$ cat src/sv/itfr_pkg.sv
`timescale 1ns / 1ps
// ----------------------------------------------------------------------------
// itfr_pkg
// Shared types and constants of the idle-timeout frame receiver.
// ----------------------------------------------------------------------------
package itfr_pkg;

   // default depth of the receive ring
   localparam int RxDepthDefault = 64;

   // fixed field widths
   localparam int ByteW = 8;
   localparam int PosW  = 6;
   localparam int OpW   = 2;
   localparam int StW   = 2;

   // gap timeout after reset
   localparam logic [ByteW-1:0] GapTimeoutReset = 8'd10;

   // request operations
   typedef enum logic [OpW-1:0] {
      OP_RECEIVE = 2'd0,
      OP_TICK    = 2'd1,
      OP_READ    = 2'd2
   } op_type;

   // result status codes
   typedef enum logic [StW-1:0] {
      ST_DATA  = 2'd0,
      ST_BUSY  = 2'd1,
      ST_EMPTY = 2'd2
   } status_type;

   // back-end sequencer states
   typedef enum logic [1:0] {
      BK_IDLE,
      BK_FETCH,
      BK_LOAD,
      BK_SEND
   } back_state_type;

   // work command from the front end to the back end
   typedef struct packed {
      status_type        status;
      logic [PosW-1:0]   start;
      logic [PosW-1:0]   length;
   } cmd_type;

endpackage

$ cat src/sv/idle_timeout_frame_receiver.sv
`timescale 1ns / 1ps
// A busy or empty result is offered once its read command has passed the
// queue; each drained byte goes through FETCH, LOAD and SEND, one at a time.
// Throughput: one request beat per cycle while the command queue has room;
// receive beats also wait while any read command is queued or being answered.
// Reset: synchronous, active high; clears pointers, gap timer, queue and back
// end, sets gap_timeout to 10. Ring contents are not cleared.
// ----------------------------------------------------------------------------
// idle_timeout_frame_receiver
// Serial receive framer: ring buffer with an idle-gap timer gating reads.
// ----------------------------------------------------------------------------
module idle_timeout_frame_receiver
   import itfr_pkg::*;
#(
   parameter int RX_DEPTH = RxDepthDefault
) (
   input  logic             clock,
   input  logic             reset,
   // request stream
   input  logic             req_tvalid,
   output logic             req_tready,
   input  logic [7:0]       req_tdata,   // [7:0] rx_byte
   input  logic [OpW-1:0]   req_tuser,   // [1:0] operation
   // result stream
   output logic             rsp_tvalid,
   input  logic             rsp_tready,
   output logic [15:0]      rsp_tdata,   // [7:0] data_byte, [13:8] frame_length
   output logic [StW-1:0]   rsp_tuser,   // [1:0] status
   output logic             rsp_tlast,
   // gap timeout register
   input  logic             csr_valid,
   output logic             csr_ready,
   input  logic [ByteW-1:0] csr_data
);

   localparam int PtrW = $clog2(RX_DEPTH);

   logic             wr_en;
   logic [PtrW-1:0]  wr_addr;
   logic [ByteW-1:0] wr_data;
   logic [PtrW-1:0]  rd_addr;
   logic [ByteW-1:0] rd_data;
   logic             cmd_push;
   logic             cmd_pop;
   logic             cmd_full;
   logic             cmd_not_empty;
   logic             back_busy;
   logic             rx_hold;
   cmd_type          push_cmd;
   cmd_type          head_cmd;

   // hold receives until every pending read command, drain or not, is answered
   assign rx_hold = cmd_not_empty || back_busy;

   itfr_front #(
      .RX_DEPTH (RX_DEPTH)
   ) u_front (
      .clock      (clock),
      .reset      (reset),
      .req_tvalid (req_tvalid),
      .req_tready (req_tready),
      .req_tuser  (req_tuser),
      .req_tdata  (req_tdata),
      .csr_valid  (csr_valid),
      .csr_ready  (csr_ready),
      .csr_data   (csr_data),
      .wr_en      (wr_en),
      .wr_addr    (wr_addr),
      .wr_data    (wr_data),
      .cmd_push   (cmd_push),
      .cmd        (push_cmd),
      .cmd_full   (cmd_full),
      .rx_hold    (rx_hold)
   );

   itfr_queue u_queue (
      .clock     (clock),
      .reset     (reset),
      .push      (cmd_push),
      .push_cmd  (push_cmd),
      .full      (cmd_full),
      .pop       (cmd_pop),
      .not_empty (cmd_not_empty),
      .head      (head_cmd)
   );

   itfr_ram #(
      .WIDTH (ByteW),
      .DEPTH (RX_DEPTH)
   ) u_ring (
      .clock   (clock),
      .wr_en   (wr_en),
      .wr_addr (wr_addr),
      .wr_data (wr_data),
      .rd_addr (rd_addr),
      .rd_data (rd_data)
   );

   itfr_back #(
      .RX_DEPTH (RX_DEPTH)
   ) u_back (
      .clock      (clock),
      .reset      (reset),
      .cmd_valid  (cmd_not_empty),
      .cmd        (head_cmd),
      .cmd_pop    (cmd_pop),
      .busy       (back_busy),
      .rd_addr    (rd_addr),
      .rd_data    (rd_data),
      .rsp_tvalid (rsp_tvalid),
      .rsp_tready (rsp_tready),
      .rsp_tdata  (rsp_tdata),
      .rsp_tuser  (rsp_tuser),
      .rsp_tlast  (rsp_tlast)
   );

endmodule

$ cat src/sv/itfr_ram.sv
`timescale 1ns / 1ps
// ----------------------------------------------------------------------------
// itfr_ram
// Generic single-write, single-read RAM with registered read data.
// ----------------------------------------------------------------------------
module itfr_ram #(
   parameter int WIDTH = 8,
   parameter int DEPTH = 64
) (
   input  logic                     clock,
   input  logic                     wr_en,
   input  logic [$clog2(DEPTH)-1:0] wr_addr,
   input  logic [WIDTH-1:0]         wr_data,
   input  logic [$clog2(DEPTH)-1:0] rd_addr,
   output logic [WIDTH-1:0]         rd_data
);

   logic [WIDTH-1:0] mem_ff [DEPTH];
   logic [WIDTH-1:0] rd_data_ff;

   // write port and registered read port
   always_ff @(posedge clock) begin
      if (wr_en) begin
         mem_ff[wr_addr] <= wr_data;
      end
      rd_data_ff <= mem_ff[rd_addr];
   end

   assign rd_data = rd_data_ff;

endmodule

$ cat src/sv/itfr_front.sv
`timescale 1ns / 1ps
// ----------------------------------------------------------------------------
// itfr_front
// Accepts request beats, keeps ring pointers and the gap timer, and queues
// busy, empty and drain commands for the back end.
// ----------------------------------------------------------------------------
module itfr_front
   import itfr_pkg::*;
#(
   parameter int RX_DEPTH = RxDepthDefault
) (
   input  logic                        clock,
   input  logic                        reset,
   // request stream
   input  logic                        req_tvalid,
   output logic                        req_tready,
   input  logic [OpW-1:0]              req_tuser,
   input  logic [ByteW-1:0]            req_tdata,
   // configuration
   input  logic                        csr_valid,
   output logic                        csr_ready,
   input  logic [ByteW-1:0]            csr_data,
   // ring write port
   output logic                        wr_en,
   output logic [$clog2(RX_DEPTH)-1:0] wr_addr,
   output logic [ByteW-1:0]            wr_data,
   // command queue
   output logic                        cmd_push,
   output cmd_type                     cmd,
   input  logic                        cmd_full,
   input  logic                        rx_hold
);

   localparam int PtrW = $clog2(RX_DEPTH);

   logic [ByteW-1:0] timeout_ff, timeout_in;
   logic [ByteW-1:0] timer_ff, timer_in;
   logic [PtrW-1:0]  wpos_ff, wpos_in;
   logic [PtrW-1:0]  rpos_ff, rpos_in;
   logic [PtrW:0]    diff;
   logic             accept;
   op_type           op;

   assign op        = op_type'(req_tuser);
   assign csr_ready = 1'b1;

   // receives wait while any read command is still queued or being answered
   assign req_tready = !cmd_full && !(rx_hold && op == OP_RECEIVE);
   assign accept     = req_tvalid && req_tready;

   // stored byte count, modulo the ring depth
   always_comb begin
      diff = (PtrW+1)'(wpos_ff) - (PtrW+1)'(rpos_ff);
      if (wpos_ff < rpos_ff) begin
         diff = diff + (PtrW+1)'(RX_DEPTH);
      end
   end

   assign wr_addr = wpos_ff;
   assign wr_data = req_tdata;

   // request decode
   always_comb begin
      timeout_in = timeout_ff;
      timer_in   = timer_ff;
      wpos_in    = wpos_ff;
      rpos_in    = rpos_ff;
      wr_en      = 1'b0;
      cmd_push   = 1'b0;
      cmd.status = ST_DATA;
      cmd.start  = PosW'(rpos_ff);
      cmd.length = PosW'(diff[PtrW-1:0]);
      if (csr_valid) begin
         timeout_in = csr_data;
      end
      if (accept) begin
         unique case (op)
            OP_RECEIVE: begin
               wr_en    = 1'b1;
               wpos_in  = (wpos_ff == PtrW'(RX_DEPTH - 1)) ? '0 : wpos_ff + 1'b1;
               timer_in = timeout_ff;
            end
            OP_TICK: begin
               if (timer_ff != '0) begin
                  timer_in = timer_ff - 1'b1;
               end
            end
            OP_READ: begin
               cmd_push = 1'b1;
               if (timer_ff != '0) begin
                  cmd.status = ST_BUSY;
                  cmd.length = '0;
               end else begin
                  timer_in = timeout_ff;
                  rpos_in  = wpos_ff;
                  if (diff == '0) begin
                     cmd.status = ST_EMPTY;
                  end
               end
            end
            default: begin
            end
         endcase
      end
   end

   // control registers
   always_ff @(posedge clock) begin
      if (reset) begin
         timeout_ff <= GapTimeoutReset;
         timer_ff   <= '0;
         wpos_ff    <= '0;
         rpos_ff    <= '0;
      end else begin
         timeout_ff <= timeout_in;
         timer_ff   <= timer_in;
         wpos_ff    <= wpos_in;
         rpos_ff    <= rpos_in;
      end
   end

endmodule

$ cat src/sv/itfr_queue.sv
`timescale 1ns / 1ps
// ----------------------------------------------------------------------------
// itfr_queue
// Two-entry command queue between the front end and the back end.
// ----------------------------------------------------------------------------
module itfr_queue
   import itfr_pkg::*;
(
   input  logic    clock,
   input  logic    reset,
   input  logic    push,
   input  cmd_type push_cmd,
   output logic    full,
   input  logic    pop,
   output logic    not_empty,
   output cmd_type head
);

   cmd_type    slot_ff [2];
   logic       wptr_ff, wptr_in;
   logic       rptr_ff, rptr_in;
   logic [1:0] count_ff, count_in;

   assign full      = (count_ff == 2'd2);
   assign not_empty = (count_ff != 2'd0);
   assign head      = slot_ff[rptr_ff];

   // pointer and count update
   always_comb begin
      wptr_in  = wptr_ff ^ push;
      rptr_in  = rptr_ff ^ pop;
      count_in = count_ff + {1'b0, push} - {1'b0, pop};
   end

   always_ff @(posedge clock) begin
      if (reset) begin
         wptr_ff  <= 1'b0;
         rptr_ff  <= 1'b0;
         count_ff <= 2'd0;
      end else begin
         wptr_ff  <= wptr_in;
         rptr_ff  <= rptr_in;
         count_ff <= count_in;
      end
   end

   // payload slots
   always_ff @(posedge clock) begin
      if (push) begin
         slot_ff[wptr_ff] <= push_cmd;
      end
   end

endmodule

$ cat src/sv/itfr_back.sv
`timescale 1ns / 1ps
// ----------------------------------------------------------------------------
// itfr_back
// Takes queued commands and emits result beats, reading drained bytes from
// the ring one at a time into the output register.
// ----------------------------------------------------------------------------
module itfr_back
   import itfr_pkg::*;
#(
   parameter int RX_DEPTH = RxDepthDefault
) (
   input  logic                        clock,
   input  logic                        reset,
   // command queue
   input  logic                        cmd_valid,
   input  cmd_type                     cmd,
   output logic                        cmd_pop,
   output logic                        busy,
   // ring read port
   output logic [$clog2(RX_DEPTH)-1:0] rd_addr,
   input  logic [ByteW-1:0]            rd_data,
   // result stream
   output logic                        rsp_tvalid,
   input  logic                        rsp_tready,
   output logic [15:0]                 rsp_tdata,
   output logic [StW-1:0]              rsp_tuser,
   output logic                        rsp_tlast
);

   localparam int PtrW = $clog2(RX_DEPTH);

   back_state_type   state_ff, state_in;
   logic [PtrW-1:0]  addr_ff, addr_in;
   logic [PosW-1:0]  remain_ff, remain_in;
   logic [PosW-1:0]  len_ff, len_in;
   status_type       status_ff, status_in;
   logic [ByteW-1:0] data_ff, data_in;
   logic             last_ff, last_in;

   assign rd_addr    = addr_ff;
   assign busy       = (state_ff != BK_IDLE);
   assign rsp_tvalid = (state_ff == BK_SEND);
   assign rsp_tdata  = {2'b00, len_ff, data_ff};
   assign rsp_tuser  = status_ff;
   assign rsp_tlast  = last_ff;

   // sequencer: one result beat at a time
   always_comb begin
      state_in  = state_ff;
      addr_in   = addr_ff;
      remain_in = remain_ff;
      len_in    = len_ff;
      status_in = status_ff;
      data_in   = data_ff;
      last_in   = last_ff;
      cmd_pop   = 1'b0;
      unique case (state_ff)
         BK_IDLE: begin
            if (cmd_valid) begin
               cmd_pop   = 1'b1;
               status_in = cmd.status;
               if (cmd.status == ST_DATA) begin
                  addr_in   = cmd.start[PtrW-1:0];
                  remain_in = cmd.length;
                  len_in    = cmd.length;
                  state_in  = BK_FETCH;
               end else begin
                  len_in   = '0;
                  data_in  = '0;
                  last_in  = 1'b1;
                  state_in = BK_SEND;
               end
            end
         end
         BK_FETCH: begin
            // ring read of addr_ff lands in the next cycle
            state_in = BK_LOAD;
         end
         BK_LOAD: begin
            data_in   = rd_data;
            last_in   = (remain_ff == PosW'(1));
            remain_in = remain_ff - 1'b1;
            addr_in   = (addr_ff == PtrW'(RX_DEPTH - 1)) ? '0 : addr_ff + 1'b1;
            state_in  = BK_SEND;
         end
         BK_SEND: begin
            if (rsp_tready) begin
               state_in = (remain_ff != '0) ? BK_FETCH : BK_IDLE;
            end
         end
         default: begin
            state_in = BK_IDLE;
         end
      endcase
   end

   // state and counters
   always_ff @(posedge clock) begin
      if (reset) begin
         state_ff  <= BK_IDLE;
         remain_ff <= '0;
      end else begin
         state_ff  <= state_in;
         remain_ff <= remain_in;
      end
   end

   // result payload and read address
   always_ff @(posedge clock) begin
      addr_ff   <= addr_in;
      len_ff    <= len_in;
      status_ff <= status_in;
      data_ff   <= data_in;
      last_ff   <= last_in;
   end

endmodule
$ cat config.mk
export PLATFORM = sky130hd
export DESIGN_NAME = idle_timeout_frame_receiver
export DESIGN_NICKNAME = d
export VERILOG_FILES = /design/src/sv/itfr_pkg.sv /design/src/sv/idle_timeout_frame_receiver.sv /design/src/sv/itfr_ram.sv /design/src/sv/itfr_front.sv /design/src/sv/itfr_queue.sv /design/src/sv/itfr_back.sv
export SDC_FILE = /design/constraint.sdc
export NUM_CORES = 1
export LEC_CHECK = 0
export BUFFER_PORTS_ARGS = -buffer_cell sky130_fd_sc_hd__buf_2
export CORE_MARGIN = 2
export CORE_UTILIZATION = 55
export CTS_CLUSTER_SIZE = 24
export DETAILED_ROUTE_END_ITERATION = 8
export MAX_ROUTING_LAYER = met4
export PLACE_DENSITY = 0.71
export REMOVE_ABC_BUFFERS = 1
export SYNTH_ARGS = -nofsm -noshare
export SYNTH_HDL_FRONTEND = slang
export SYNTH_SLANG_ARGS = --single-unit
$ cat constraint.sdc
create_clock -name clock -period 2.9 [get_ports clock]
set_input_delay 0.58 -clock clock [delete_from_list [all_inputs] [get_ports clock]]
set_output_delay 0.58 -clock clock [all_outputs]
set_load 0.02 [all_outputs]
==> flow_metrics.env <==
export IMPL_status="finished clean"
export IMPL_antenna_found_initial=0
export IMPL_worstSkewPairLatency_ns=0.63
export IMPL_gp_congestion=0.844
export IMPL_ctsLongestPathBuffers=3
export IMPL_syn2layout_area_growth_pct=14.4
export IMPL_finalSetupViolCount=0
export IMPL_h_tree_depth=2
export IMPL_drt_iter0_drc=1112
export IMPL_grt_pass1_vias=12600
export IMPL_cpMostUsedCell="buf_4"
export IMPL_fin_crit_sh=0.925
export IMPL_netlist_instances=1300
export IMPL_reg2reg_from="u_back.state_ff[0]"
export IMPL_io_buffers=41
export IMPL_dp_hpwl_um=32000
export IMPL_synth_edf_count=563
export IMPL_ys_ff_latch=611
export IMPL_cp_buffers_inverters=4
export IMPL_gr_usage_met1=0.326
export IMPL_critPathKind="register to register"
export IMPL_firstDrtPassIters=5
export IMPL_critPathTopFamily="simple AND/OR/NAND/NOR gates"
export IMPL_initial_core_util=0.555
export IMPL_worstPathMaxFanout=8
export IMPL_drive_above_1_share=0.270
export IMPL_die_x_um=214
export IMPL_root_buffer="clkbuf_16"
export IMPL_num_rows=77
export IMPL_ant_nets=0
export IMPL_crit_arrival_ns=3.02
export IMPL_yosysMostFrequentCell="edfxtp_1"
export IMPL_finalHoldViolCount=0
export IMPL_ir_drop_mv=0.602
export IMPL_grt_first_pass_wirelength_um=77800
export IMPL_fmax_ghz=0.373
export IMPL_design_area_sq_um=27900
export IMPL_synth_top_area_frac=0.694
export IMPL_synthFlopType="edfxtp_1"
export IMPL_multi_input_area_sq_um=6040
export IMPL_grt_overflow=0
export IMPL_die_y_um=214
export IMPL_critPathLaunch="u_back.state_ff[0]"
export IMPL_wl_um=51200
export IMPL_crit_path_cell_trace="inv_1, ha_1, or3b_4, nor4b_4, buf_4, and2_2, nand2_1, buf_4, nor2_1, buf_4"
export IMPL_max_stage_delay_ns=0.40
export IMPL_grt_max_degree=65
export IMPL_core_area_sq_um=43900
export IMPL_async_reset_ff_frac=0
export IMPL_grt_usage=0.234
export IMPL_syn_mean_instance_area_sq_um=18.7
export IMPL_post_route_util=0.634
export IMPL_synthTopCellsByArea="edfxtp_1, mux4_2, dfxtp_1, mux2i_1, nor2_1"
export IMPL_worstPathRequired_ns=3.24
export IMPL_cts_clk_slew_worst_paths_ns=0.06
export IMPL_pin_count=45
export IMPL_maxSlewHeadroom=0.453
export IMPL_crit_slowest_cell="or3b_4"
export IMPL_postCtsHoldBufs=0
export IMPL_met3_usage=0.0460
export IMPL_synth_common_cells="edfxtp_1, mux4_2, nor2_1"
export IMPL_total_power_mw=22.0
export IMPL_post_cts_setup_buffers=0
export IMPL_synth_area_sq_um=24400
export IMPL_nFillCells=3029
export IMPL_rsz0062_at_grt="false"
export IMPL_diodes=0
export IMPL_hold_class="input port to register"
export IMPL_final_nets=1496
export IMPL_final_max_slew_viol_count=0
export IMPL_synth_warnings=0
export IMPL_max_slew_worst_pin_slew_ns=0.820
export IMPL_end_kind="register"
export IMPL_busiest_layer="met2"
export IMPL_holdWs_ns=0.173
export IMPL_start_kind="register"
export IMPL_fin_worst_skew_ns=0.0177
export IMPL_period_minus_slack_ns=2.68
export IMPL_synth_cell_type_count=56
export IMPL_cap_violations=0
export IMPL_power_leakage_nw=9.32
export IMPL_cts_resized=0
export IMPL_setup_ws_ns=0.218
export IMPL_numClockSinks=611
export IMPL_hp_start="csr_data[3]"
export IMPL_avgViaCountPerCell=5.96
export IMPL_cts_buffers=60
export IMPL_post_dp_cell_area_sq_um=26000
export IMPL_die_area_sq_um=46000
export IMPL_synth_largest_area_cell="edfxtp_1"
export IMPL_routed_via_count=12500
export IMPL_cts_tree="built"
export IMPL_drc=0
export IMPL_ff_latch_area_sq_um=17900
export IMPL_use_met2=0.358
export IMPL_dp_slack_ns=0.232
export IMPL_ys_seq_area_frac=0.733
export IMPL_pwr_density_cell_nw_per_um2=789
export IMPL_wire_per_inst_um=24.4
[cell type report]
cell class | count | share of cell area
inverters | 24 | 0.00323
multi-input cells | 595 | 0.217
well taps | 592 | 0.0266
flip-flops and latches | 611 | 0.641
clock inverters | 37 | 0.0109
repair buffers | 160 | 0.0453
clock buffers | 74 | 0.0561
[registers in the layout, summed over array words and instances (netlist names)]
signal / count
u_front.timeout_ff: 8
u_back.rd_addr: 6
u_queue.rptr_ff: 1
u_back.remain_ff: 6
u_back.len_ff: 6
u_back.data_ff: 8
u_queue.count_ff: 2
u_ring.mem_ff: 512
u_queue.wptr_ff: 1
u_back.rsp_tuser: 2
u_back.rsp_tlast: 1
u_back.state_ff: 2
u_queue.slot_ff: 28
u_front.timer_ff: 8
u_ring.rd_data: 8
u_front.rpos_ff: 6
u_front.wr_addr: 6
[routing by layer]
metal | wire, um | up-vias
li1 | - | 5497
met2 | 24600 | 515
met3 | 4050 | 85
met1 | 21300 | 6378
met4 | 1230 | 0
met5 | 0 | -
[layout by cell type (no fill, tap or decap), types with 18 or more instances in the layout]
cell type    n
o21ai_0     40
clkbuf_16   60
inv_1       23
edfxtp_1   563
dfxtp_1     48
nand3_1     18
ha_1        20
nand2_1     31
buf_2       41
buf_4      106
nor2_1     111
mux2i_1     61
nor2b_1     19
mux4_2     136
a21oi_1     32
[worst reg2reg max path: cells and delay by family, from the launching register on]
family | cells | cell delay, ns
adder cells (fa/ha/maj) | 1 | 0.19
flip-flops | 1 | 0.33
AND/OR/NAND/NOR | 5 | 1.16
buffers and inverters | 4 | 0.73
[power by group]
group	internal, mW	switching [mW]
combinational	1.97	2.53
clock	4.11	3.23
sequential	9.98	0.170
total	16.1	5.93
[kinds of logic after synthesis]
logic type,synth area share
simple gates,0.0440
other cells,0.000308
compound gates,0.0315
buf+inv,0.0188
fa+ha+maj,0.0111
mux,0.156
flops,0.733
xor+xnor,0.00503
[through the flow]
step                      cells  setup TNS, ns
after floorplan            1230         -49.93
after CTS                  2093              0
after global routing       2093              0
after global placement     1982              0
final                      2093              0
after detailed placement   1982              0
[final timing paths]
| path | cells past startpoint | slack (ns) | end |
|---|---|---|---|
| hold reg to reg | 0 | 0.48 | u_queue.slot_ff[0][11] |
| hold / removal | 2 | 0.17 | u_front.timeout_ff[3] |
| setup reg to reg | 10 | 0.22 | u_ring.mem_ff[12][6] |
| setup / recovery | 10 | 0.22 | u_ring.mem_ff[12][6] |
No activity file was read; power rests on OpenSTA's default activity.
